## config.mk

```make
export PLATFORM = sky130hd
export DESIGN_NAME = tiled_nv12_detiler_core
export DESIGN_NICKNAME = d
export VERILOG_FILES = /design/src/rtl/core/nv12dt_pkg.sv /design/src/rtl/core/nv12dt_obuf.sv /design/src/rtl/core/tiled_nv12_detiler_core.sv
export VERILOG_INCLUDE_DIRS = /design/src /design/src/rtl/core
export SDC_FILE = /design/constraint.sdc
export NUM_CORES = 1
export LEC_CHECK = 0
export CORE_MARGIN = 3
export CORE_UTILIZATION = 60
export CTS_CLUSTER_DIAMETER = 150
export DETAILED_ROUTE_END_ITERATION = 8
export DONT_BUFFER_PORTS = 1
export GPL_ROUTABILITY_DRIVEN = 0
export PLACE_DENSITY = 0.88
export SLEW_MARGIN = 20
export SYNTH_ARGS = -nofsm -noshare
export SYNTH_HDL_FRONTEND = slang
export SYNTH_SLANG_ARGS = --single-unit
```

## constraint.sdc

```tcl
create_clock -name i_clk -period 7.7 [get_ports i_clk]
set_clock_uncertainty 0.05 [all_clocks]
set_input_delay 1.155 -clock i_clk [delete_from_list [all_inputs] [get_ports i_clk]]
set_output_delay 1.155 -clock i_clk [all_outputs]
set_load 0.02 [all_outputs]
```

## src/rtl/core/assert_macros.svh

```systemverilog
// Assertion macros shared by the detiler RTL files.
`ifndef ASSERT_MACROS_SVH
`define ASSERT_MACROS_SVH

// Property checked on every rising clock edge outside reset.
`define ASSERT_CLK(label, clk, rst_n, prop) \
    label: assert property (@(posedge clk) disable iff (!rst_n) prop) \
        else $error("detiler assertion failed");

// Condition that must never be true outside reset.
`define ASSERT_NEVER(label, clk, rst_n, cond) \
    `ASSERT_CLK(label, clk, rst_n, !(cond))

`endif

```

## src/rtl/core/nv12dt_pkg.sv

```systemverilog
// Types and constants shared by the tiled NV12 detiler files.
`timescale 1ns / 1ps
`default_nettype none

package nv12dt_pkg;

    // Configuration register fields and index codes.
    localparam int CFG_W = 13;
    typedef logic [0:0] t_cfg_idx;
    localparam t_cfg_idx CFG_IMAGE_WIDTH  = 1'b0;
    localparam t_cfg_idx CFG_IMAGE_HEIGHT = 1'b1;
    localparam logic [CFG_W-1:0] WIDTH_RESET  = 13'd1280;
    localparam logic [CFG_W-1:0] HEIGHT_RESET = 13'd720;

    // Tile geometry.
    localparam int TILE_W        = 16;
    localparam int TILE_W_LOG2   = 4;
    localparam int LUMA_TILE_H   = 16;
    localparam int CHROMA_TILE_H = 8;
    localparam int CHROMA_TILE_H_LOG2 = 3;
    localparam int WORDS_PER_ROW = 4;

    // Pixel position width and output address width.
    localparam int POS_W  = 14;
    localparam int ADDR_W = 24;

    typedef struct packed {
        logic              is_chroma;
        logic [ADDR_W-1:0] linear_address;
        logic [3:0][7:0]   lanes;
        logic [3:0]        lane_mask;
        logic              frame_last;
    } t_result;

endpackage

`default_nettype wire

```

## src/rtl/core/nv12dt_obuf.sv

```systemverilog
// Two-entry output buffer (output register plus skid entry) for detiler writes.
`timescale 1ns / 1ps
`default_nettype none
`include "assert_macros.svh"

module nv12dt_obuf (
    input  logic                i_clk,
    input  logic                i_rst_n,
    input  logic                i_push,
    input  nv12dt_pkg::t_result i_data,
    output logic                o_full,
    output logic                o_valid,
    output nv12dt_pkg::t_result o_data,
    input  logic                i_stall
);
    import nv12dt_pkg::*;

    logic    r_head_valid, n_head_valid;
    logic    r_skid_valid, n_skid_valid;
    t_result r_head, n_head;
    t_result r_skid, n_skid;
    logic    pop;

    assign pop = r_head_valid && !i_stall;

    always_comb begin
        n_head_valid = r_head_valid;
        n_skid_valid = r_skid_valid;
        n_head       = r_head;
        n_skid       = r_skid;
        if (pop) begin
            if (r_skid_valid) begin
                n_head_valid = 1'b1;
                n_head       = r_skid;
                n_skid_valid = 1'b0;
            end else begin
                n_head_valid = i_push;
                n_head       = i_data;
            end
        end else if (!r_head_valid) begin
            n_head_valid = i_push;
            n_head       = i_data;
        end else if (i_push) begin
            n_skid_valid = 1'b1;
            n_skid       = i_data;
        end
    end

    always_ff @(posedge i_clk) begin
        if (!i_rst_n) begin
            r_head_valid <= 1'b0;
            r_skid_valid <= 1'b0;
        end else begin
            r_head_valid <= n_head_valid;
            r_skid_valid <= n_skid_valid;
        end
    end

    always_ff @(posedge i_clk) begin
        r_head <= n_head;
        r_skid <= n_skid;
    end

    assign o_full  = r_skid_valid;
    assign o_valid = r_head_valid;
    assign o_data  = r_head;

    `ASSERT_CLK(a_skid_needs_head, i_clk, i_rst_n, r_skid_valid |-> r_head_valid)
    `ASSERT_NEVER(a_no_push_when_full, i_clk, i_rst_n, i_push && r_skid_valid)
    `ASSERT_CLK(a_skid_held_on_stall, i_clk, i_rst_n, r_skid_valid && i_stall |=> r_skid_valid)

endmodule

`default_nettype wire

```

## src/rtl/core/tiled_nv12_detiler_core.sv

```systemverilog
// Top level of the tiled NV12 to planar YUV 4:2:0 detiler.
`timescale 1ns / 1ps
`default_nettype none
`include "assert_macros.svh"

// The detiler takes the 32-bit words of a tiled NV12 frame in memory order:
// the luma plane as 16x16-byte tiles, then the interleaved Cb/Cr plane as
// 16x8-byte tiles, tiles row-major with the width padded to 16. Each word
// that touches the image becomes one planar write carrying a byte address,
// four lane bytes and a lane mask; a word wholly outside the image is
// consumed with no write. Chroma writes put the Cb pair on lanes 0-1 and the
// Cr pair on lanes 2-3 at the same address. The block takes one word per
// clock cycle while o_stall is low; each write is registered in the output
// buffer. The walk counters, the row-by-width multiplier and the address
// adder sit between the counter registers and the output register, and that
// path sets the clock rate. A two-entry output buffer lets a word be taken
// while a finished write waits; i_valid is stalled only when both entries
// are full. The user must write the width and height registers through the
// plain write port only while the block is idle, which it does not enforce.
// A zero acts as one, a value above MAX_WIDTH or MAX_HEIGHT as that maximum.

module tiled_nv12_detiler_core #(
    parameter int MAX_WIDTH  = 4096,
    parameter int MAX_HEIGHT = 4096
) (
    input  logic                              i_clk,
    input  logic                              i_rst_n,
    input  logic                              i_cfg_we,
    input  nv12dt_pkg::t_cfg_idx              i_cfg_index,
    input  logic [nv12dt_pkg::CFG_W-1:0]      i_cfg_data,
    input  logic                              i_valid,
    output logic                              o_stall,
    input  logic [31:0]                       i_tiled_word,
    output logic                              o_valid,
    input  logic                              i_stall,
    output logic                              o_is_chroma,
    output logic [nv12dt_pkg::ADDR_W-1:0]     o_linear_address,
    output logic [7:0]                        o_lane0_byte,
    output logic [7:0]                        o_lane1_byte,
    output logic [7:0]                        o_lane2_byte,
    output logic [7:0]                        o_lane3_byte,
    output logic [3:0]                        o_lane_mask,
    output logic                              o_frame_last
);
    import nv12dt_pkg::*;

    // Counter widths follow from the largest frame the block is built for.
    localparam int MAX_COLS  = (MAX_WIDTH + TILE_W - 1) / TILE_W;
    localparam int COL_W     = (MAX_COLS > 1) ? $clog2(MAX_COLS) : 1;
    localparam int MAX_TROWS = (MAX_HEIGHT + LUMA_TILE_H - 1) / LUMA_TILE_H;
    localparam int ROW_W     = (MAX_TROWS > 1) ? $clog2(MAX_TROWS) : 1;
    localparam int PROD_W    = POS_W + CFG_W;

    // Configuration registers.
    logic [CFG_W-1:0] r_width, n_width;
    logic [CFG_W-1:0] r_height, n_height;

    // Walk through the tiled buffer.
    logic [COL_W-1:0] r_tile_col, n_tile_col;
    logic [ROW_W-1:0] r_tile_row, n_tile_row;
    logic [3:0]       r_row_in_tile, n_row_in_tile;
    logic [1:0]       r_word, n_word;
    logic             r_chroma, n_chroma;

    logic             accept;
    logic             buf_full;

    // Effective frame geometry.
    logic [CFG_W-1:0] w_c, h_c;
    logic [CFG_W-2:0] cw, ch;
    logic [COL_W:0]   ncols;
    logic [ROW_W:0]   luma_trows, chroma_trows, nrows;
    logic [4:0]       tile_h;

    // Position of the current word.
    logic [POS_W-1:0] row_l, x_l, row_c, cx, row, col;
    logic [PROD_W-1:0] prod, offs, sum;
    logic [3:0]       mask;
    logic             last;
    t_result          result;

    // Carry chain of the walk.
    logic [4:0]       rit_inc;
    logic [COL_W:0]   col_inc;
    logic [ROW_W:0]   row_inc;

    // Clamp the register values to the supported range.
    always_comb begin
        if (r_width == '0) begin
            w_c = CFG_W'(1);
        end else if ({1'b0, r_width} > (CFG_W + 1)'(MAX_WIDTH)) begin
            w_c = CFG_W'(MAX_WIDTH);
        end else begin
            w_c = r_width;
        end
        if (r_height == '0) begin
            h_c = CFG_W'(1);
        end else if ({1'b0, r_height} > (CFG_W + 1)'(MAX_HEIGHT)) begin
            h_c = CFG_W'(MAX_HEIGHT);
        end else begin
            h_c = r_height;
        end
    end

    assign cw = w_c[CFG_W-1:1];
    assign ch = h_c[CFG_W-1:1];
    assign ncols = (COL_W + 1)'((POS_W'(w_c) + POS_W'(TILE_W - 1)) >> TILE_W_LOG2);
    assign luma_trows =
        (ROW_W + 1)'((POS_W'(h_c) + POS_W'(LUMA_TILE_H - 1)) >> TILE_W_LOG2);
    assign chroma_trows =
        (ROW_W + 1)'((POS_W'(ch) + POS_W'(CHROMA_TILE_H - 1)) >> CHROMA_TILE_H_LOG2);
    assign nrows  = r_chroma ? chroma_trows : luma_trows;
    assign tile_h = r_chroma ? 5'(CHROMA_TILE_H) : 5'(LUMA_TILE_H);

    // Luma words cover four pixels of one row; chroma words cover two
    // interleaved Cb/Cr pairs.
    assign row_l = (POS_W'(r_tile_row) << 4) + POS_W'(r_row_in_tile);
    assign x_l   = (POS_W'(r_tile_col) << 4) + (POS_W'(r_word) << 2);
    assign row_c = (POS_W'(r_tile_row) << 3) + POS_W'(r_row_in_tile);
    assign cx    = (POS_W'(r_tile_col) << 3) + (POS_W'(r_word) << 1);
    assign row   = r_chroma ? row_c : row_l;
    assign col   = r_chroma ? cx : x_l;

    always_comb begin
        mask = '0;
        if (r_chroma) begin
            if (row_c < POS_W'(ch)) begin
                mask[0] = cx < POS_W'(cw);
                mask[2] = cx < POS_W'(cw);
                mask[1] = (cx + POS_W'(1)) < POS_W'(cw);
                mask[3] = (cx + POS_W'(1)) < POS_W'(cw);
            end
        end else begin
            for (int j = 0; j < 4; j++) begin
                mask[j] = (row_l < POS_W'(h_c)) && ((x_l + POS_W'(j)) < POS_W'(w_c));
            end
        end
    end

    // Luma address is row*W + x. Chroma keeps the (row*W)/2 + cx form, so an
    // odd width rounds the row offset down.
    assign prod = PROD_W'(row) * PROD_W'(w_c);
    assign offs = r_chroma ? (prod >> 1) : prod;
    assign sum  = offs + PROD_W'(col);

    // The frame ends on the chroma word holding the last pixel pair of the
    // last chroma row.
    assign last = r_chroma
        && (row_c == (POS_W'(ch) - POS_W'(1)))
        && (((POS_W'(r_tile_col) << 2) + POS_W'(r_word))
            == ((POS_W'(cw) - POS_W'(1)) >> 1));

    always_comb begin
        result.is_chroma      = r_chroma;
        result.linear_address = ADDR_W'(sum);
        result.lanes[0]       = i_tiled_word[7:0];
        result.lanes[1]       = r_chroma ? i_tiled_word[23:16] : i_tiled_word[15:8];
        result.lanes[2]       = r_chroma ? i_tiled_word[15:8] : i_tiled_word[23:16];
        result.lanes[3]       = i_tiled_word[31:24];
        result.lane_mask      = mask;
        result.frame_last     = last;
    end

    assign o_stall = buf_full;
    assign accept  = i_valid && !buf_full;

    // Advance the walk on every transferred word, whether or not it writes.
    // A counter at or past a newly written bound carries at its next step.
    assign rit_inc = {1'b0, r_row_in_tile} + 5'd1;
    assign col_inc = {1'b0, r_tile_col} + (COL_W + 1)'(1);
    assign row_inc = {1'b0, r_tile_row} + (ROW_W + 1)'(1);

    always_comb begin
        n_word        = r_word;
        n_row_in_tile = r_row_in_tile;
        n_tile_col    = r_tile_col;
        n_tile_row    = r_tile_row;
        n_chroma      = r_chroma;
        if (accept) begin
            n_word = r_word + 2'd1;
            if (r_word == 2'(WORDS_PER_ROW - 1)) begin
                if (rit_inc < tile_h) begin
                    n_row_in_tile = rit_inc[3:0];
                end else begin
                    n_row_in_tile = '0;
                    if (col_inc < ncols) begin
                        n_tile_col = col_inc[COL_W-1:0];
                    end else begin
                        n_tile_col = '0;
                        if (row_inc < nrows) begin
                            n_tile_row = row_inc[ROW_W-1:0];
                        end else begin
                            n_tile_row = '0;
                            // A one-row frame has no chroma plane at all.
                            n_chroma = !r_chroma && (ch != '0);
                        end
                    end
                end
            end
        end
    end

    always_comb begin
        n_width  = r_width;
        n_height = r_height;
        if (i_cfg_we) begin
            unique case (i_cfg_index)
                CFG_IMAGE_WIDTH:  n_width  = i_cfg_data;
                CFG_IMAGE_HEIGHT: n_height = i_cfg_data;
            endcase
        end
    end

    always_ff @(posedge i_clk) begin
        if (!i_rst_n) begin
            r_width       <= WIDTH_RESET;
            r_height      <= HEIGHT_RESET;
            r_tile_col    <= '0;
            r_tile_row    <= '0;
            r_row_in_tile <= '0;
            r_word        <= '0;
            r_chroma      <= 1'b0;
        end else begin
            r_width       <= n_width;
            r_height      <= n_height;
            r_tile_col    <= n_tile_col;
            r_tile_row    <= n_tile_row;
            r_row_in_tile <= n_row_in_tile;
            r_word        <= n_word;
            r_chroma      <= n_chroma;
        end
    end

    t_result out_data;

    nv12dt_obuf u_obuf (
        .i_clk   (i_clk),
        .i_rst_n (i_rst_n),
        .i_push  (accept && (mask != '0)),
        .i_data  (result),
        .o_full  (buf_full),
        .o_valid (o_valid),
        .o_data  (out_data),
        .i_stall (i_stall)
    );

    assign o_is_chroma      = out_data.is_chroma;
    assign o_linear_address = out_data.linear_address;
    assign o_lane0_byte     = out_data.lanes[0];
    assign o_lane1_byte     = out_data.lanes[1];
    assign o_lane2_byte     = out_data.lanes[2];
    assign o_lane3_byte     = out_data.lanes[3];
    assign o_lane_mask      = out_data.lane_mask;
    assign o_frame_last     = out_data.frame_last;

    `ASSERT_CLK(a_write_has_lane, i_clk, i_rst_n, o_valid |-> (o_lane_mask != 4'b0000))
    `ASSERT_CLK(a_last_is_chroma, i_clk, i_rst_n, o_valid && o_frame_last |-> o_is_chroma)
    `ASSERT_CLK(a_chroma_mask_pairs, i_clk, i_rst_n, o_valid && o_is_chroma |-> (o_lane_mask[0] == o_lane_mask[2]) && (o_lane_mask[1] == o_lane_mask[3]))

endmodule

`default_nettype wire

```

==> results of run 1 <==
==> cell usage after synthesis, types with 29 or more instances <==
library cell	instances
clkbuf_1	68
nand2_1	296
a21oi_1	88
edfxtp_1	124
ha_1	140
dfxtp_1	51
a21o_1	30
o21ai_0	40
fa_1	112
nor2_1	224
xor2_1	29
xnor2_1	66
nand3_1	36
inv_1	190
mux2_2	38
==> placed cells by master, fill, tap and decap left out, drive strengths merged, types with 13 or more instances in the layout <==
cell	netlist	layout
xor2	29	29
dfxtp	51	51
clkbuf	69	17
a31oi	13	13
ha	140	140
fa	112	112
o211ai	16	16
o21a	13	13
nand4	21	21
a21o	30	30
xnor2	67	67
inv	190	200
edfxtp	124	124
nor3	28	28
nor2	224	224
o21ai	48	48
buf	18	95
nand3	36	36
nor2b	23	23
mux2	38	38
nand2	296	296
and2	15	15
a21oi	90	90
==> cells by family (layout without fill, tap and decap cells) <==
family	count (synthesis)	in the layout	share of synthesized area, %
DFF	175	175	28.8
muxes	49	49	3.26
adders and majority gates	252	252	24.2
buffers and inverters	283	323	6.56
and+or+nand+nor	714	714	19.1
xor gates and xnor gates	96	96	5.14
AOI/OAI and AO/OA	306	306	13.0
==> worst max-delay path: cells and delay by family (launching register included) <==
family / cells / cell delay (ps)
AO/OA/AOI/OAI: 7 / 1600
buffers and inverters: 7 / 880
flip-flops: 1 / 350
AND/OR/NAND/NOR: 6 / 1100
XOR/XNOR: 1 / 100
adder cells (fa/ha/maj): 8 / 3310
==> sequential cells by signal, indices dropped and copies added, names as in the netlist <==
| signal | cells |
|---|---|
| u_obuf.o_valid | 1 |
| u_obuf.r_skid | 62 |
| r_row_in_tile | 4 |
| r_tile_col | 8 |
| r_chroma | 1 |
| r_height | 13 |
| r_width | 13 |
| u_obuf.o_full | 1 |
| u_obuf.o_data | 62 |
| r_tile_row | 8 |
| r_word | 2 |
==> report_power, final <==
part           switching (uW)  internal [uW]  leakage, uW
logic                     141           81.6      0.00617
registers                56.3           1050      0.00166
clock network             483            455     0.000305
==> repair_timing <==
item	CTS	global route
buffers inserted	0	17
endpoints found under the setup margin	5	20
gates resized for setup	6	57
pin swaps	0	22
==> cell type report <==
type,count,share of cell area [%]
multi-input cells,1417,60.1
flip-flops and latches,175,26.0
inverters,196,4.05
repair buffers,95,3.98
well taps,341,2.34
clock buffers,17,2.33
clock inverters,15,1.15
==> metal layers <==
layer	up-vias	GRT usage [%]	wire length [um]
met4	0	14.4	2410
met5	-	0	0
met1	6830	35.5	16400
met2	1071	50.5	21700
met3	242	6.76	4990
li1	6421	-	-
==> worst paths after layout <==
kind	startpoint	to	slack (ps)	cells past startpoint
worst max register to register	r_row_in_tile[3]$_SDFFE_PN0P_	u_obuf.o_data[57]$_DFFE_PN_	140	29
worst min register to register	r_height[0]$_SDFFE_PN0P_	r_height[0]$_SDFFE_PN0P_	430	2
worst max-delay path	r_row_in_tile[3]$_SDFFE_PN0P_	u_obuf.o_data[57]$_DFFE_PN_	140	29
worst min-delay path	r_height[0]$_SDFFE_PN0P_	r_height[0]$_SDFFE_PN0P_	430	2
==> metrics by stage <==
stage               utilization [%]  TNS, ps
global route                   67.7     -688
detailed placement             63.8     -131
finish                         67.7        0
CTS                            66.2        0
floorplan                         -        0
global placement               63.8        0
==> run metrics, run 1 <==
status finished clean; Critical-path top delay cell fa_1; Worst EP arrival 7740 ps; EDFF count, synth 124; total CTS buffers 17; final worst-path cycle share 98.2%; Final WS setup ~140 ps; drc violations 0; #FFs+latches synth 175; Synth top area share 22.6%; hold crit path type flop to flop; CTS tree yes; Die Wd 172 um; clock latency on the worst-skew pair roughly 450 ps; All-Layer GR Usage 29.6%; final instance area between 15000 and 20000 um2; first-pass GRT wire length 70.3 mm; maximum number of pins on one net before global-route repair 71; Die ar. 29500 um2; Final Max Slew Viols 0; Setup CP Type flop to flop; Final Critical Period roughly 7600 ps; post-synthesis cell type count 91; maximum vdd ir drop about 150 uV; multi-input combinational cell area 11000 um2; Final nets between 2000 and 2500; per-cell routed wire length about 20 um; initial antenna violation count 0; CTS Root Buffer Type clkbuf_16; CP Capture Type flop; Antenna Cells 0; via count 14600; Final Power 2260 uW; chip height approximately 170 um; Mapped Cells approximately 1900; CP required around 7900 ps; DR iter-0 viols roughly 1800; Syn. warnings 0; crit-path max FO 9; most used cell, CP fa_1; Max stage delay on crit path roughly 550 ps; top_reg_cell synth edfxtp_1; Post-Syn Nets 2178; Max H-tree Level 4; cts hold-fix bufs 0; worst slew pin tran 825 ps; Hold Fails Final Rpt 0; HPWL after DPL 32.0 mm; f_max 132 MHz; Max-Cap Viols 0; Post-DP Area 17200 um2; layout cells sized above 1 13.1%; 1st-pass router iterations 8; PD cells 124 nW/um2; startpoint class of the critical path flop; Sequential Area 4750 um2; Non-Filler Instances 2256; leading area contributor after synthesis edfxtp_1; Starting Density between 60% and 70%; Remaining Overflow, GRT 0; # setup viols final 0; Antenna Violating Nets Remaining 0; Async S/R FF share, synth 0%; Placement Setup Slack -101 ps; mapped cell area 16500 um2; synth top area cells edfxtp_1 23%, fa_1 14%, ha_1 11%; sequential element share of the synthesized area 28.8%; total core area 27000 um2; Longest Clk Path Bufs 2; Syn-to-layout area delta 10.7%; Mean Syn Cell Area 8.80 um2; Port Buffers 0; Placed Cells 2206; Ports about 120; vias in the first global route 14100; detailed-route vias per instance around 6.5; Hold WS 433 ps; Routed WL between 40 and 50 mm; Reg clk slew, reported paths 100 ps; Cell Rows 60; Max-Slew Margin vs Limit 45.0%; fillers approximately 1800; leak pwr 0.00814 uW; CTS Sinks about 180
No activity file was read; power rests on OpenSTA's default activity.
==> run 2: changes to the inputs <==
--- a/config.mk
+++ b/config.mk
@@ -6,7 +6,7 @@
 export SDC_FILE = /design/constraint.sdc
 export NUM_CORES = 1
 export LEC_CHECK = 0
-export CORE_MARGIN = 3
+export CORE_MARGIN = 4
 export CORE_UTILIZATION = 60
 export CTS_CLUSTER_DIAMETER = 150
 export DETAILED_ROUTE_END_ITERATION = 8
==> run 2 against run 1 <==
Effect of this change: clock power down 7.2%; critical path depth decreased by 1; final area shrank 0.12%.
==> run metrics, run 2 (synthesis results as in run 1) <==
status finished clean; CP bufs+invs 2; chip height roughly 170 um; HPWL after DPL approximately 32 mm; most common cell after layout, fill and taps aside nand2_1; total core area 27000 um2; PD cells about 120 nW/um2; Critical-path top delay cell fa_1; 1st-pass router iterations 8; Antenna Violating Nets Remaining 0; maximum number of pins on one net before global-route repair 71; Die Wd 174 um; Max-Cap Viols 0; Reg clk slew, reported paths 80 ps; Max-Slew Margin vs Limit 26.9%; Max stage delay on crit path 560 ps; crit-path max FO 8; hold crit path type flop to flop; most used cell, CP ha_1; Ports 115; total CTS buffers 17; Cell Rows 60; Final Max Slew Viols 0; worst reg-to-reg setup slack 50 ps; drc violations 0; leak pwr between 0.008 and 0.009 uW; Post-DP Area 17200 um2; Antenna Cells 0; initial antenna violation count 0; f_max 131 MHz; setup TNS 0 ps; Starting Density 61.0%; Remaining Overflow, GRT 0; Port Buffers 0; final cell utilization of the core approximately 67%; CTS tree yes; Routed WL around 46 mm; vias in the first global route ~14000; CTS Sinks 175; via count 14600; Final Critical Period ~7600 ps; maximum vdd ir drop 149 uV; delay-heaviest family, CP adder cells; startpoint class of the critical path flop; Max H-tree Level 4; detailed-route vias per instance 6.46; Worst EP arrival 7800 ps; Final nets 2209; first-pass GRT wire length 71.2 mm; Hold Fails Final Rpt 0; Hold WS roughly 430 ps; All-Layer GR Usage 28.4%; most frequent cells in the layout 293 x nand2_1, 221 x nor2_1, 189 x inv_1; CP Capture Type flop; Syn-to-layout area delta 10.5%; # setup viols final 0; worst slew pin tran approximately 1100 ps; Setup CP Type flop to flop; DR iter-0 viols 1811; layout cells sized above 1 13.2%; Longest Clk Path Bufs 2; Die ar. 30200 um2; final worst-path cycle share 99.3%; CP required 7850 ps; per-cell routed wire length roughly 20 um; Placement Setup Slack -135 ps; final instance area around 18000 um2; Final WS setup 51.0 ps; clock latency on the worst-skew pair 450 ps; CTS Root Buffer Type clkbuf_16
==> run 2: cell types whose count changed in the layout (fill, tap and decap cells not counted), moves of 3 or more <==
cell / previous run / this run
clkinv_8: 5 / 1
ha_4: 4 / 7
buf_4: 92 / 98
inv_12: 5 / 0
==> run 2: repair_timing <==
action                                  4_1_cts  5_1_grt
gates cloned                                  0        0
pin swaps                                     1       34
setup buffers                                 0       18
resized for setup                             3       65
endpoints found under the setup margin        4       21
hold buffers                                  0        0
==> run 2: layout make-up <==
class,count,area (um2)
clock buffers,19,433
clock inverters,13,121
fillers,1883,8800
inverters,196,739
multi-input cells,1417,11000
flip-flops and latches,175,4750
well taps,341,427
repair buffers,99,747
==> run 2: report_power, final <==
part	switching [uW]	internal [uW]
Clock	441	428
Combinational	141	83.1
Sequential	55.1	1050
==> run 2: path summary, 6_finish.rpt <==
check | endpoint | cells after the start | startpoint
max | u_obuf.o_data[51]$_DFFE_PN_ | 28 | r_width[5]$_SDFFE_PN0P_
min | r_height[2]$_SDFFE_PN0P_ | 2 | r_height[2]$_SDFFE_PN0P_
max reg2reg | u_obuf.o_data[51]$_DFFE_PN_ | 28 | r_width[5]$_SDFFE_PN0P_
min reg2reg | r_height[2]$_SDFFE_PN0P_ | 2 | r_height[2]$_SDFFE_PN0P_
==> run 2: worst min-delay path, stage by stage, from the launching register on <==
cell     delay (ps)
dfxtp_1         330
nand2_1          60
a21oi_1          50
==> run 2: per-layer routing <==
layer	track usage [%]	vias up	share of wire, %
li1	-	6435	-
met1	35.1	6910	36
met2	47.9	1028	47
met3	6.56	219	11
met4	11.8	0	5.2
met5	0	-	0
==> run 2: per-stage QoR <==
stage | std cells | total power [uW]
2_1_floorplan | 1875 | 1270
3_3_place_gp | 2210 | 1330
3_5_place_dp | 2210 | 1340
4_1_cts | 2242 | 2180
5_1_grt | 2260 | 2260
6_report | 2260 | 2200
